## src/rtl/kli_pkg.sv

```systemverilog
// ----------------------------------------------------------------------------
// kli_pkg
// Shared types and constants of the keyframe linear interpolator.
// ----------------------------------------------------------------------------
package kli_pkg;

    localparam int DATA_W = 32;
    localparam int IDX_W  = 6;
    localparam int CNT_W  = 7;

    typedef logic [2:0][DATA_W-1:0] t_vec3;

    typedef enum logic [1:0] {
        ST_INTERP = 2'd0,
        ST_FIRST  = 2'd1,
        ST_LAST   = 2'd2,
        ST_EMPTY  = 2'd3
    } t_status;

    typedef enum logic [2:0] {
        BS_IDLE,
        BS_FIRST,
        BS_SCAN,
        BS_DIV,
        BS_MUL,
        BS_ADD,
        BS_EMIT
    } t_bstate;

    // One queued word between the front and the back. The time field carries
    // the key time of a write or the sample time of a sample.
    typedef struct packed {
        logic              is_sample;
        logic [IDX_W-1:0]  idx;
        logic [DATA_W-1:0] tm;
        t_vec3             val;
    } t_cmd;

    typedef struct packed {
        t_vec3   val;
        t_status status;
    } t_result;

endpackage

```

## src/rtl/kli_fifo.sv

```systemverilog
// ----------------------------------------------------------------------------
// kli_fifo
// Small register queue with push/full and pop/empty handshakes.
// ----------------------------------------------------------------------------
module kli_fifo #(
    parameter int W     = 8,
    parameter int DEPTH = 2
) (
    input  logic         i_clk,
    input  logic         i_rst_n,
    input  logic         i_push,
    input  logic [W-1:0] i_data,
    output logic         o_full,
    input  logic         i_pop,
    output logic [W-1:0] o_data,
    output logic         o_empty
);

    localparam int PW = (DEPTH > 1) ? $clog2(DEPTH) : 1;

    logic [W-1:0] r_mem [DEPTH];
    logic [PW-1:0] r_wp, r_rp, n_wp, n_rp;
    logic [PW:0]   r_cnt, n_cnt;
    logic          do_push, do_pop;

    assign o_full  = (r_cnt == (PW+1)'(DEPTH));
    assign o_empty = (r_cnt == '0);
    assign do_push = i_push && !o_full;
    assign do_pop  = i_pop && !o_empty;
    assign o_data  = r_mem[r_rp];

    always_comb begin
        n_wp  = r_wp;
        n_rp  = r_rp;
        n_cnt = r_cnt;
        if (do_push) begin
            n_wp = (r_wp == PW'(DEPTH-1)) ? '0 : PW'(r_wp + 1'b1);
        end
        if (do_pop) begin
            n_rp = (r_rp == PW'(DEPTH-1)) ? '0 : PW'(r_rp + 1'b1);
        end
        if (do_push && !do_pop) begin
            n_cnt = (PW+1)'(r_cnt + 1'b1);
        end else if (do_pop && !do_push) begin
            n_cnt = (PW+1)'(r_cnt - 1'b1);
        end
    end

    always_ff @(posedge i_clk) begin
        if (!i_rst_n) begin
            r_wp  <= '0;
            r_rp  <= '0;
            r_cnt <= '0;
        end else begin
            r_wp  <= n_wp;
            r_rp  <= n_rp;
            r_cnt <= n_cnt;
        end
    end

    always_ff @(posedge i_clk) begin
        if (do_push) begin
            r_mem[r_wp] <= i_data;
        end
    end

endmodule

```

## src/rtl/kli_front.sv

```systemverilog
// ----------------------------------------------------------------------------
// kli_front
// Accepts input words, drops key writes aimed past the table, and queues the
// rest as commands for the back end.
// ----------------------------------------------------------------------------
module kli_front #(
    parameter int MAX_KEYS = 64
) (
    input  logic                        i_clk,
    input  logic                        i_rst_n,
    input  logic                        push,
    output logic                        full,
    input  logic                        i_mode,
    input  logic [kli_pkg::IDX_W-1:0]   i_key_index,
    input  logic [kli_pkg::DATA_W-1:0]  i_key_time,
    input  kli_pkg::t_vec3              i_key_val,
    input  logic [kli_pkg::DATA_W-1:0]  i_sample_time,
    input  logic                        i_cmd_pop,
    output kli_pkg::t_cmd               o_cmd,
    output logic                        o_cmd_empty
);

    import kli_pkg::*;

    t_cmd cmd_in;
    logic keep;
    logic [$bits(t_cmd)-1:0] cmd_bits;

    // A sample is always kept; a write only when its slot exists.
    assign keep = i_mode || (int'(i_key_index) < MAX_KEYS);

    always_comb begin
        cmd_in.is_sample = i_mode;
        cmd_in.idx       = i_key_index;
        cmd_in.tm        = i_mode ? i_sample_time : i_key_time;
        cmd_in.val       = i_key_val;
    end

    kli_fifo #(
        .W     ($bits(t_cmd)),
        .DEPTH (2)
    ) u_cmdq (
        .i_clk   (i_clk),
        .i_rst_n (i_rst_n),
        .i_push  (push && keep),
        .i_data  (cmd_in),
        .o_full  (full),
        .i_pop   (i_cmd_pop),
        .o_data  (cmd_bits),
        .o_empty (o_cmd_empty)
    );

    assign o_cmd = t_cmd'(cmd_bits);

endmodule

```

## config.mk

```make
export PLATFORM = sky130hd
export DESIGN_NAME = kli_front
export DESIGN_NICKNAME = d
export VERILOG_FILES = /design/src/rtl/kli_pkg.sv /design/src/rtl/kli_fifo.sv /design/src/rtl/kli_front.sv
export SDC_FILE = /design/constraint.sdc
export NUM_CORES = 1
export LEC_CHECK = 0
export BUFFER_PORTS_ARGS = -buffer_cell sky130_fd_sc_hd__buf_2
export CORE_MARGIN = 2
export CORE_UTILIZATION = 30
export DETAILED_ROUTE_END_ITERATION = 10
export GPL_TIMING_DRIVEN = 0
export PLACE_DENSITY = 0.6
export SLEW_MARGIN = 20
export SYNTH_ARGS = -nofsm -noshare
export SYNTH_HDL_FRONTEND = slang
export SYNTH_HIERARCHICAL = 1
export SYNTH_SLANG_ARGS = --single-unit
```

## constraint.sdc

```tcl
create_clock -name i_clk -period 6.6 [get_ports i_clk]
set_input_delay 0.33 -clock i_clk [delete_from_list [all_inputs] [get_ports i_clk]]
set_output_delay 0.33 -clock i_clk [all_outputs]
set_load 0.01 [all_outputs]
```

== Yosys cells after proc, flatten, opt, wreduce, memory -nomap -nowiden ==
Memory sizes are Yosys's and may differ from the RTL's. A register that Yosys moved wholly into a read port is not among the register bits.
Cells that the tools add are included.
Widths: inputs -> output; s select.

* Register bits after elaboration: 4
* Memory bits (writable): 270
* Bits of input ports: 171
* Output and inout bits: 137
* Memories: 1

* $add $sub $neg: 4
* Eq/ne operators: 1
* Multiplexer cells: 9
* Reduce and logical (&&, ||, !) cells: 10

{| class="wikitable"
|+ Memories
! memory !! depth !! width !! rd ports !! clocked after Yosys merged registers in !! write ports !! RTL line !! text
|-
| u_cmdq.r_mem || 2 || 135 || 1 || 1 || 1 || kli_fifo.sv:21 || <nowiki>logic [W-1:0] r_mem [DEPTH];</nowiki>
|}

{| class="wikitable"
|+ Operator list
! operator !! number
|-
| $mux 32 || 1
|-
| $mux 1 || 6
|-
| $logic_and 1x1->1 || 4
|-
| $logic_not 1->1 || 4
|-
| $mux 2 || 2
|-
| $add 1x1->1 const B || 2
|-
| $add 2x1->2 const B || 1
|-
| $eq 2x2->1 const B || 1
|-
| $logic_not 2->1 || 1
|-
| $reduce_bool 2->1 || 1
|-
| $sub 2x1->2 const B || 1
|}

== Longest topological paths before layout ==
* Depth in word-level cells: 7
* Mapped depth: 7
* Mapped depth without buffers: 7

== Modules after synthesis ==
Netlist, hierarchy kept.

{| class="wikitable"
|+ Modules (own cells, without submodules)
! module !! instances !! cells each !! area each (sq um)
|-
| kli_fifo || 1 || 445 || 10168.5
|-
| kli_front || 1 || 36 || 544.3
|}

== Worst setup path before layout ==
Ideal clock, no wire load.

* Path kind: reg-to-reg
* Start: reg u_cmdq.r_cnt[0]
* End: mem u_cmdq/r_mem[0][0] (netlist bit), enable pin
* Setup time: 0.606 ns
* Arrival time: 5.791 ns
* Path slack: 0.202 ns
* Cell stages (with the launch flop): 4
* Period minus slack after synthesis: 6.398 ns
* Cell sequence: dfxtp_1 nand2b_1 inv_1 nor3_2

* Word-level cells in the longest chain between the ends: 5

{| class="wikitable"
|+ RTL lines
! what !! RTL line !! text
|-
| start, declared || kli_fifo.sv:23 || <nowiki>logic [PW:0] r_cnt, n_cnt;</nowiki>
|-
| start signal, assigned || kli_fifo.sv:57 || <nowiki>r_cnt <= n_cnt;</nowiki>
|-
| $eq 2x2->1 || kli_fifo.sv:26 || <nowiki>assign o_full = (r_cnt == (PW+1)'(DEPTH));</nowiki>
|-
| named net full || kli_front.sv:12 || <nowiki>output logic full,</nowiki>
|-
| $logic_not 1->1 || kli_fifo.sv:28 || <nowiki>assign do_push = i_push && !o_full;</nowiki>
|-
| $logic_and 1x1->1 || kli_fifo.sv:28 ||
|-
| $mux 1 || kli_fifo.sv:62 || <nowiki>if (do_push) begin</nowiki>
|-
| $mux 1 (implied by the code) || kli_fifo.sv:63 || <nowiki>r_mem[r_wp] <= i_data;</nowiki>
|-
| end, declared || kli_fifo.sv:21 ||
|}

The timed path passes the listed nets, and every way through them passes these cells.

==> summary.md <==
| Metric | Value |
|---|---|
| Final period util | `34.6%` |
| Worst-path clk slew | `0.06 ns` |
| Max Slew Vio Count | `0` |
| Critical Path End Type | `primary output` |
| Critical path arrival | `1.96 ns` |
| Power Density | `357 nW/um^2` |
| Total power | `5.41 mW` |
| Placed cell areas | `13,100 sq um` |
| CP most frequent cell | `buf_2` |
| Final Instance Count excl. Fillers | `1,424` |
| Register area share after synthesis | `76.6%` |
| Clk_lat worst skew | `0.55 ns` |
| LEAKAGE | `5.91 nW` |
| Hold Path Class | `input pin to flop` |
| Final core occ | `42.7%` |
| TritonCTS clock tree | `yes` |
| CTS Buf Count | `30` |
| Slowest-stage cell, CP | `mux2_2` |
| Fill cell count | `3,222` |
| Most common cell after layout, fill and taps aside | `buf_2` |
| Share of cells above drive strength 1 | `57.6%` |
| NetSw | `1.44 mW` |
| First-pass iteration count of the detailed router | `4` |
| Combinational share of power | `27.4%` |
| Final Hold Fails | `0` |
| Nets | `1,109` |
| Dominant cells by area after synthesis | `edfxtp_1 (76%), mux2_4 (11%), mux2_2 (9.1%)` |
| CP max FO | `10` |
| Sw frac | `26.7%` |
| Outcome | `finished clean` |
| Remaining antenna violation count | `0` |
| Core Region | `35,400 sq um` |
| Root Driver | `clkbuf_16` |
| CP Launch Type | `flop` |
| Final worst slack | `4.31 ns` |
| Area grow syn2layout | `41.2%` |
| Vias in the first global route | `6,158` |
| Sink Count | `275` |
| Avg WL per Cell | `16.4 um` |
| Final WL | `23,300 um` |
| H-tree lvl count | `1` |
| WP buf/inv | `3` |
| Setup violators final | `0` |
| Post-synth EDFFs | `270` |
| Detailed-route via count | `5,967` |
| Row Count | `69` |
| Cells after Synth | `481` |
| Final clock skew | `0.0129 ns` |
| Total gr overflow | `0` |
| Largest net degree at the start of global routing | `48` |
| Fin crit period | `2.29 ns` |
| Via/cell ratio | `4.19` |
| Peak supply drop | `0.000177 V` |
| Top FF cell, synth | `edfxtp_1` |
| Mapped Area | `10,700 sq um` |
| Reg power frac | `41.6%` |
| Cell variety after synth | `22` |
| Worst EP required | `6.27 ns` |
| Clock share of power | `31.1%` |
| Cell Chain, Critical Path | `buf_6, buf_2, mux2_2, buf_2` |
| Placed Cells | `1,263` |
| Die W | `193 um` |
| Most frequent cells in the layout | `buf_2 (315), edfxtp_1 (270), dlygate4sd3_1 (103), mux2_2 (87), mux2_4 (80)` |
| Post-synthesis register bit count | `275` |
| Gr usage total | `11.8%` |
| Global-route wire length before repair | `33,800 um` |
| CP peak stage delay | `0.39 ns` |
| Kind of critical path | `flop to primary output` |
| Ports | `308` |
| Residual DRC | `0` |
| Relative slew slack | `60.2%` |
| Post-synth top area share | `75.7%` |
| CTS Buffer Depth | `3` |
| Hold Slack | `0.0372 ns` |
| RSZ-0062 raised after global routing | `false` |
| Starting Density | `30.3%` |
| Initial antenna violation count | `1` |
| Die area | `37,200 sq um` |
| Gpl congestion | `0.683` |
| TNS Setup | `0 ns` |
| Port bufs | `307` |
| Synthesized net count | `653` |
| Internal power | `3.96 mW` |
| Cell family with most CP delay | `buffers and inverters` |
| Die H | `193 um` |
| Fmax | `0.438 GHz` |
| Post-DP HPWL | `15,900 um` |
| Synthesized area per cell | `22.3 sq um` |
| DP Worst Slack | `4.31 ns` |
| Least-Margin Pin Slew | `0.595 ns` |
| Async SR Flop Fraction | `0%` |
| Initial DRC Count | `152` |
| Post-CTS sizing | `0` |
| Area leader, netlist | `edfxtp_1` |
| Max_cap viols | `0` |
| Synth warnings | `6` |
| Final instance area | `15,100 sq um` |
-- area by class of cell --
class | instances | area, sq um | share of cell area (%)
flip-flops and latches | 275 | 8210 | 54.3
plain buffers | 19 | 190 | 1.26
clock inverters | 14 | 151 | 1.00
diodes | 2 | 5.00 | 0.0331
multi-input cells | 185 | 2320 | 15.3
clock buffers | 42 | 857 | 5.67
well taps | 461 | 577 | 3.81
repair buffers | 424 | 2810 | 18.6
inverters | 2 | 7.51 | 0.0496
-- metal layers --
layer / GRT usage [%] / part of all wire (%) / up-vias
met5: 0 / 0 / -
met4: 3.90 / 2.5 / 0
met3: 3.38 / 7.8 / 42
met2: 20.9 / 51 / 209
met1: 13.8 / 39 / 2890
li1: - / - / 2826
-- state kept, by name (all words and copies together) (netlist names), named ones only --
| name | flops |
|---|---|
| u_cmdq/r_mem | 270 |
| u_cmdq/r_cnt | 2 |
| u_cmdq/r_rp | 1 |
| u_cmdq/r_wp | 1 |
-- power groups by stage --
stage / Clock (mW) / Combinational, mW / Sequential, mW
final: 1.68 / 1.48 / 2.25
after floorplan: 0 / 0.863 / 2.32
after global routing: 1.80 / 1.60 / 2.27
after CTS: 1.74 / 1.52 / 2.25
after global placement: 0 / 1.37 / 2.35
after detailed placement: 0 / 1.46 / 2.28
-- kinds of logic (layout without fill, tap and decap cells) --
| logic type | count (synthesis) | count (layout) | share of synthesized area (%) |
|---|---|---|---|
| compound gates | 5 | 5 | 0.304 |
| xor+xnor | 3 | 3 | 0.245 |
| fa+ha+maj | 1 | 1 | 0.117 |
| buf+inv | 21 | 501 | 1.85 |
| flops | 275 | 275 | 76.6 |
| mux | 167 | 167 | 20.4 |
| other cells | 0 | 2 | 0 |
| simple gates | 9 | 9 | 0.514 |
-- cells in the mapped netlist (2+ instances only) --
library cell,count
buf_2,8
buf_6,8
inv_1,2
mux2_4,80
mux2_2,87
edfxtp_1,270
dfxtp_1,5
nor2_1,2
and2_1,3
xnor2_1,2
buf_12,3
-- path summary, 6_finish.rpt --
| path | from | to | slack, ns | cells past startpoint |
|---|---|---|---|---|
| max | flop | o_cmd[1] | 4.31 | 4 |
| min | i_rst_n | u_cmdq/r_wp$_SDFFE_PN0P_ | 0.04 | 2 |
| max reg2reg | u_cmdq/r_cnt[0]$_SDFFE_PN0P_ | u_cmdq/r_mem[0][105]$_DFFE_PP_ | 4.36 | 7 |
| min reg2reg | u_cmdq/r_cnt[1]$_SDFFE_PN0P_ | u_cmdq/r_cnt[1]$_SDFFE_PN0P_ | 0.52 | 2 |
-- repair_timing --
action,in CTS,in global routing
endpoints found under the hold margin,206,0
hold buffers,103,0
setup endpoints to repair,0,0
setup buffers,0,0
No activity file was read; power rests on OpenSTA's default activity.
