## src/rtl/kli_fifo.sv

```systemverilog
// ----------------------------------------------------------------------------
// kli_fifo
// Small register queue with push/full and pop/empty handshakes.
// ----------------------------------------------------------------------------
module kli_fifo #(
    parameter int W     = 8,
    parameter int DEPTH = 2
) (
    input  logic         i_clk,
    input  logic         i_rst_n,
    input  logic         i_push,
    input  logic [W-1:0] i_data,
    output logic         o_full,
    input  logic         i_pop,
    output logic [W-1:0] o_data,
    output logic         o_empty
);

    localparam int PW = (DEPTH > 1) ? $clog2(DEPTH) : 1;

    logic [W-1:0] r_mem [DEPTH];
    logic [PW-1:0] r_wp, r_rp, n_wp, n_rp;
    logic [PW:0]   r_cnt, n_cnt;
    logic          do_push, do_pop;

    assign o_full  = (r_cnt == (PW+1)'(DEPTH));
    assign o_empty = (r_cnt == '0);
    assign do_push = i_push && !o_full;
    assign do_pop  = i_pop && !o_empty;
    assign o_data  = r_mem[r_rp];

    always_comb begin
        n_wp  = r_wp;
        n_rp  = r_rp;
        n_cnt = r_cnt;
        if (do_push) begin
            n_wp = (r_wp == PW'(DEPTH-1)) ? '0 : PW'(r_wp + 1'b1);
        end
        if (do_pop) begin
            n_rp = (r_rp == PW'(DEPTH-1)) ? '0 : PW'(r_rp + 1'b1);
        end
        if (do_push && !do_pop) begin
            n_cnt = (PW+1)'(r_cnt + 1'b1);
        end else if (do_pop && !do_push) begin
            n_cnt = (PW+1)'(r_cnt - 1'b1);
        end
    end

    always_ff @(posedge i_clk) begin
        if (!i_rst_n) begin
            r_wp  <= '0;
            r_rp  <= '0;
            r_cnt <= '0;
        end else begin
            r_wp  <= n_wp;
            r_rp  <= n_rp;
            r_cnt <= n_cnt;
        end
    end

    always_ff @(posedge i_clk) begin
        if (do_push) begin
            r_mem[r_wp] <= i_data;
        end
    end

endmodule

```

## config.mk

```make
export PLATFORM = sky130hd
export DESIGN_NAME = kli_fifo
export DESIGN_NICKNAME = d
export VERILOG_FILES = /design/src/rtl/kli_fifo.sv
export SDC_FILE = /design/constraint.sdc
export NUM_CORES = 1
export LEC_CHECK = 0
export BUFFER_PORTS_ARGS = -buffer_cell sky130_fd_sc_hd__buf_2
export CAP_MARGIN = 20
export CORE_UTILIZATION = 40
export DETAILED_ROUTE_END_ITERATION = 12
export PLACE_DENSITY_LB_ADDON = 0.2
export RECOVER_POWER = 100
export SYNTH_ARGS = -nofsm -noshare
export SYNTH_HDL_FRONTEND = slang
export SYNTH_SLANG_ARGS = --single-unit
export TNS_END_PERCENT = 100
```

## constraint.sdc

```tcl
create_clock -name i_clk -period 3.7 [get_ports i_clk]
set_input_delay 0.185 -clock i_clk [delete_from_list [all_inputs] [get_ports i_clk]]
set_output_delay 0.185 -clock i_clk [all_outputs]
set_load 0.1 [all_outputs]
```

Yosys cells after proc, flatten, opt, wreduce, memory -nomap -nowiden
Memory sizes are Yosys's and may differ from the RTL's. A register that Yosys moved wholly into a read port is not among the register bits. Index checks and enable logic that the tools add are counted.

Add/sub/neg operators: 4. Equality and inequality tests: 1. Muxes and demuxes: 8. Reductions and logical operators: 10.

Operators with widths (count): two-way mux 1 bit (6); logical AND 1 bit (4); zero test 1 bit (4); two-way mux 2 bit (2); adder 1 bit, second input constant (2); adder 2 x 1 -> 2 bit, second input constant (1); equality test 2 bit, second input constant (1); zero test 2 bit (1); nonzero test 2 bit (1); subtractor 2 x 1 -> 2 bit, second input constant (1).

Register bits after elaboration: 4. Bits in writable memories: 16. Logic and storage cells: 27. Memories: 1.

Memory list: r_mem (words 2, bits a word 8, read ports 1, clocked after Yosys merged registers in 1, wr ports 1, RTL line 21) `logic [W-1:0] r_mem [DEPTH];`.

Depth between registers and ports, before layout
Gate-level depths: netlist (run 1).

Depth in word-level cells: 7. Mapped depth: 7. Depth with buffers taken out: 7.

Worst setup path before layout (run 1)
OpenSTA, ideal clock, no wires.

Kind: reg-to-reg. Start point: reg r_cnt[0]. End point: reg r_cnt[1]. Library setup time: 70 ps. Data arrival time: 1736 ps. Setup slack: 1894 ps. Cell stages (with the launch flop): 7. Buffers on the path: 0. Path through: dfxtp_1 > nand2b_1 > inv_2 > nor2_1 > ha_1 > or3_1 > a21boi_1.

Longest elaborated chain between the ends: 6. Elaborated cells on any way between the ends: 15. Classes of those cells: 2 x add/sub; 1 x eq/ne; 2 x mux; 10 x reduce/logical.

Ends and longest elaborated chain: start: declaration (RTL line 23) `logic [PW:0] r_cnt, n_cnt;`; start signal: assignment (RTL line 57) `r_cnt <= n_cnt;`; equality test 2 bit * (RTL line 26) `assign o_full = (r_cnt == (PW+1)'(DEPTH));`; via o_full (RTL line 13) `output logic o_full,`; zero test 1 bit * (RTL line 28) `assign do_push = i_push && !o_full;`; logical AND 1 bit * (RTL line 28); zero test 1 bit (RTL line 44) `end else if (do_pop && !do_push) begin`; logical AND 1 bit (RTL line 44); nonzero test 2 bit (no line).

The timed path passes the listed nets; every way through them passes the cells marked *. The select of a mux whose other input is x is not followed. A chain may end at the register's enable or synchronous reset.

==> impl_results.md, run 1 <==
* Global-route wire length before repair at 1680 µm
* Antenna violations before repair at 0
* Total clock buffers created by CTS at 3
* Most frequent cell after synthesis: edfxtp_1
* GR Overflow Total at 0
* Die Area at 2210 µm²
* Synth top area cells: edfxtp_1, dfxtp_1, mux2_2
* Largest net degree at the start of global routing at 12
* Hold path cells at 1
* Share of post-route cells with drive strength above 1 at 25.7%
* Crit Path Category: reg -> out
* Die X at 47.0 µm
* Slew @ Worst Pin at 1.17 ns
* Mean Syn Cell Area at 16.2 µm²
* Critical Path RT at 3.51 ns
* Routed len/inst at 11.5 µm
* Worst-skew pair later-pin latency at 0.29 ns
* DR pass1 iterations at 2
* Mapped Cells at 50
* Hold-fix buffer count after cts at 0
* CP peak stage delay at 0.86 ns
* Commonest cells in the netlist: edfxtp_1, mux2_2, dfxtp_1
* Total GRT Usage at 11.1%
* Hold endpoint: r_mem[1][5]$_DFFE_PP_
* Largest fanout on the critical path at 8
* Starting Density at 44.9%
* Critical path capture point type: output pin
* Seq/Total Area, Yosys at 71.7%
* Post-synth top area share at 59.4%
* Final hold vios at 0
* CTS root buf: clkbuf_4
* Final Skew at 0.00315 ns
* Longest Clk Path Bufs at 2
* Ports at 22
* Tcrit/Tclk final at 57.1%
* Area occupied by multi-input gates at 211 µm²
* Outcome: finished clean
* Final setup fails at 0
* Sequence of cells on the critical path: mux2_2 > clkbuf_1
* Register Area at 581 µm²
* Gpl congestion at 0.696
* Main synth FF type: edfxtp_1
* Post-route DRC at 0
* Tmin final at 2.11 ns
* Max_cap viols at 0
* ANT cells at 0
* Slew Viols, Final at 0
* Post_cts resized at 0
* Detailed-placement wirelength estimate at 833 µm
* 1st-iter DRT viols at 3
* Post-synth EDFFs at 16
* RSZ-0062 raised after global routing: no
* Syn Std Cell Area at 810 µm²
* Nets at 88
* Buffers plus inverters on the worst setup path at 1
* Die Ht at 47.0 µm
* Layout area overhead at 16.8%
* Vias/cell at 4.60
* Distinct cells, synth at 20
* Fill cells at 175
* Vias in the first global route at 408
* HP Start: i_data[5]
* Yosys Warn Count at 0
* Startpoint types: flop
* Post-route ant nets at 0
* # H-tree levels at 1
* Sink Count at 21
* CTS tree: built
* Final setup TNS at 0 ns
* R2r setup slk at 1.82 ns
* Reg2reg end: r_mem[0][7]$_DFFE_PP_
* Drt total wl at 1140 µm
* Vias post-DR at 455
* I/O Buffers at 21
* Rel. slew slack at 22.2%
* Register bit count reported by yosys at 21
* Worst Path Arrival at 1.93 ns
* Clock transition at path regs at 0.11 ns
* Max Clock Freq at 0.473 GHz
* Yosys top cell by area: edfxtp_1
* Ys async rst share at 0%
* Syn Nets at 63
* Post-CTS Setup Repair Bufs at 0
* Reg2reg start: r_cnt[0]$_SDFFE_PN0P_
* Critical path's top delay family: buffers and inverters
* Hold WC Path Type: in -> reg
* Slowest CP cell: clkbuf_1
* Core Box Area at 1800 µm²
* Worst reg-to-reg path cell count at 3
* Row count at 15
worst max-delay path by stage:
stage / from / end / slack (ns) / cells after the start
6_report: flop / o_data[0] / 1.59 / 2
5_1_grt: flop / o_data[5] / 1.48 / 2
4_1_cts: flop / o_data[4] / 1.98 / 2
3_5_place_dp: r_cnt[0]$_SDFFE_PN0P_ / r_cnt[1]$_SDFFE_PN0P_ / 2.16 / 6
3_3_place_gp: r_cnt[0]$_SDFFE_PN0P_ / r_mem[0][1]$_DFFE_PP_ / 2.20 / 3
2_1_floorplan: r_cnt[0]$_SDFFE_PN0P_ / r_cnt[1]$_SDFFE_PN0P_ / 1.89 / 6
metrics by stage:
step	worst slack [ns]	hold slack, ns	cells	util [%]	area [µm²]
final	1.59	0.0762	99	52.5	946
after global routing	1.48	0.0591	99	52.5	946
after CTS	1.98	0.0720	99	53.7	967
after detailed placement	2.16	0.376	95	52.2	941
after global placement	2.20	0.375	95	52.2	941
after floorplan	1.89	0.284	50	-	810
routing by layer:
metal	vias to the layer above	wire, µm	global-route usage, %	part of all wire (%)
li1	230	-	-	-
met1	215	543	13.9	48
met2	10	552	18.6	48
met3	0	43	3.46	3.8
met4	0	0	3.43	0
met5	-	0	0	0
cells by family (layout without fill, tap and decap cells):
| kind of cell | count (synthesis) | count (layout) | share of synthesized area (%) |
|---|---|---|---|
| xor gates and xnor gates | 3 | 3 | 3.25 |
| buffers and inverters | 3 | 27 | 1.54 |
| and+or+nand+nor | 9 | 9 | 6.80 |
| adders and majority gates | 1 | 1 | 1.55 |
| AOI/OAI and AO/OA | 5 | 5 | 4.02 |
| muxes | 8 | 8 | 11.1 |
| DFF | 21 | 21 | 71.7 |
state kept, by name (all words and copies together) (netlist names), named ones only:
signal	flops
r_mem	16
r_cnt	2
r_wp	1
r_rp	1
cell usage in the layout, fill, tap and decap left out, drive strengths merged:
cell    count
a21boi      2
inv         2
o21ai       2
and3        1
buf         8
or3         1
xnor2       2
nor3        1
clkbuf     17
xor2        1
and2        3
dfxtp       5
nand2b      1
o21a        1
nor2        2
mux2        8
ha          1
edfxtp     16
area by class of cell:
cell class	instances	share of cell area [%]
inverters	2	0.794
well taps	25	3.31
flip-flops and latches	21	61.4
clock buffers	4	2.78
repair buffers	21	9.39
multi-input cells	26	22.4
Power of run 1 is left out: the tool's default activity adds up to more than one toggle a clock period on the data nets, which glitch-free logic cannot reach.
==> inputs of run 2 (changes only) <==
==> constraint.sdc (replaced) <==
create_clock -name i_clk -period 1.72 [get_ports i_clk]
set_input_delay 0.086 -clock i_clk [delete_from_list [all_inputs] [get_ports i_clk]]
set_output_delay 0.086 -clock i_clk [all_outputs]
set_load 0.1 [all_outputs]
==> impl_results.md, run 2 (synthesis gave the netlist of run 1 again) <==
* Routed len/inst at 10.9 µm (-5.5%)
* Crit Path Category: reg -> out
* DR pass1 iterations at 3 (+1)
* # H-tree levels at 1 (unchanged)
* Final setup fails at 0 (unchanged)
* Vias/cell at 4.49 (-2.3%)
* Sink Count at 21 (unchanged)
* GR Overflow Total at 0 (unchanged)
* Drt total wl at 1170 µm (+3.1%)
* Ports at 22 (unchanged)
* Most common cell after layout, fill and taps aside: edfxtp_1
* Largest net degree at the start of global routing at 12 (unchanged)
* Post-route DRC at 0 (unchanged)
* Most frequent cells in the layout: edfxtp_1, buf_2, mux2_2, dlygate4sd3_1, clkbuf_1
* Final Skew at 0.00205 ns (-0.00110 ns)
* I/O Buffers at 21 (unchanged)
* Starting Density at 44.9% (unchanged)
* Max Clock Freq at 0.625 GHz
* Slowest CP cell: dfxtp_1
* Post-CTS Setup Repair Bufs at 0 (unchanged)
* Layout area overhead at 29.5%
* Worst Path Arrival at 1.51 ns (-0.42 ns)
* Critical Path RT at 1.63 ns (-1.88 ns)
* Critical path capture point type: output pin
* Max reg flops at 16 (unchanged)
* Total GRT Usage at 12.0% (+0.88 points)
* CTS root buf: clkbuf_4
* Die X at 47.0 µm (unchanged)
* Tcrit/Tclk final at 93.0%
* Slew Viols, Final at 0 (unchanged)
* Antenna violations before repair at 0 (unchanged)
* Sequence of cells on the critical path: mux2_2 > buf_2
* Global-route wire length before repair at 1830 µm (+9.1%)
* Vias post-DR at 485 (+6.6%)
* Clock transition at path regs at 0.10 ns (about the same)
* Startpoint types: flop
* Detailed-placement wirelength estimate at 825 µm (-0.95%)
* 1st-iter DRT viols at 2 (-1)
* Outcome: finished clean
* CP peak stage delay at 0.55 ns (-0.31 ns)
* Die Area at 2210 µm² (unchanged)
* Row count at 15 (unchanged)
* Hold WC Path Type: in -> reg
* Max_cap viols at 0 (unchanged)
* Final setup TNS at 0 ns (unchanged)
* Largest regs: r_mem: 16 flops, r_cnt: 2 flops
* Register ranked first by flip-flop count: r_mem
* Largest fanout on the critical path at 8 (unchanged)
* Worst-skew pair later-pin latency at 0.29 ns (about the same)
* Rel. slew slack at 64.2% (+42 points)
* Nets at 97 (+10%)
* Post-route ant nets at 0 (unchanged)
* Slew @ Worst Pin at 0.540 ns (-0.632 ns)
* ANT cells at 0 (unchanged)
* RSZ-0062 raised after global routing: no
* Total clock buffers created by CTS at 3 (unchanged)
* Die Ht at 47.0 µm (unchanged)
* Longest Clk Path Bufs at 2 (unchanged)
* Core Box Area at 1800 µm² (unchanged)
* Final hold vios at 0 (unchanged)
* CTS tree: built
* Gpl congestion at 0.670 (-3.8%)
* Vias in the first global route at 467 (+14%)
* Share of post-route cells with drive strength above 1 at 36.1% (+10 points)
* Tmin final at 1.60 ns
-- run 2: cell count changes in the layout (fill, tap and decap cells not counted), sizes merged --
cell / previous run / this run
buf: 8 / 14
dlygate4sd3: 0 / 8
clkbuf: 17 / 12
-- run 2: through the flow --
step	instances	utilization [%]	worst slack, ns	instance area [µm²]	hold WS, ns
CTS	108	58.7	0.0815	1060	0.0473
global route	108	58.2	0.0195	1050	0.0463
detailed placement	96	52.8	0.133	951	0.278
global placement	96	52.8	0.197	951	0.276
finish	108	58.2	0.120	1050	0.0478
floorplan	50	-	0.0295	812	0.185
-- run 2: final timing paths --
path,to,startpoint,slack (ns),cells after the start
setup / recovery,o_data[3],flop,0.12,2
hold / removal,r_wp$_SDFFE_PN0N_,i_rst_n,0.05,2
setup reg to reg,r_cnt[1]$_SDFFE_PN0P_,r_cnt[0]$_SDFFE_PN0P_,0.14,6
hold reg to reg,r_cnt[1]$_SDFFE_PN0P_,r_cnt[1]$_SDFFE_PN0P_,0.52,2
-- run 2: final cells by class --
class	instances	area (µm²)
Sequential cell	21	581
Timing Repair Buffer	30	184
Fill cell	164	753
Inverter	2	10.0
Multi-Input combinational cell	26	216
Tap cell	25	31.3
Clock buffer	4	26.3
-- run 2: layer usage --
metal / part of all wire (%) / GRT usage, % / up-vias
li1: - / - / 251
met1: 46 / 13.9 / 223
met2: 51 / 21.7 / 11
met3: 3.2 / 3.46 / 0
met4: 0 / 3.43 / 0
met5: 0 / 0 / -
-- run 2: timing repair --
| item | CTS | global route |
|---|---|---|
| hold endpoints to repair | 16 | 0 |
| hold buffers | 8 | 0 |
| resized for setup | 0 | 0 |
| endpoints found under the setup margin | 0 | 0 |
-- run 2: critical path: cells and delay by family (launching register included) --
| kind | cells | cell delay [ns] |
|---|---|---|
| muxes | 1 | 0.38 |
| buffers and inverters | 1 | 0.29 |
| DFF | 1 | 0.55 |
Power of run 2 is left out for the same reason.
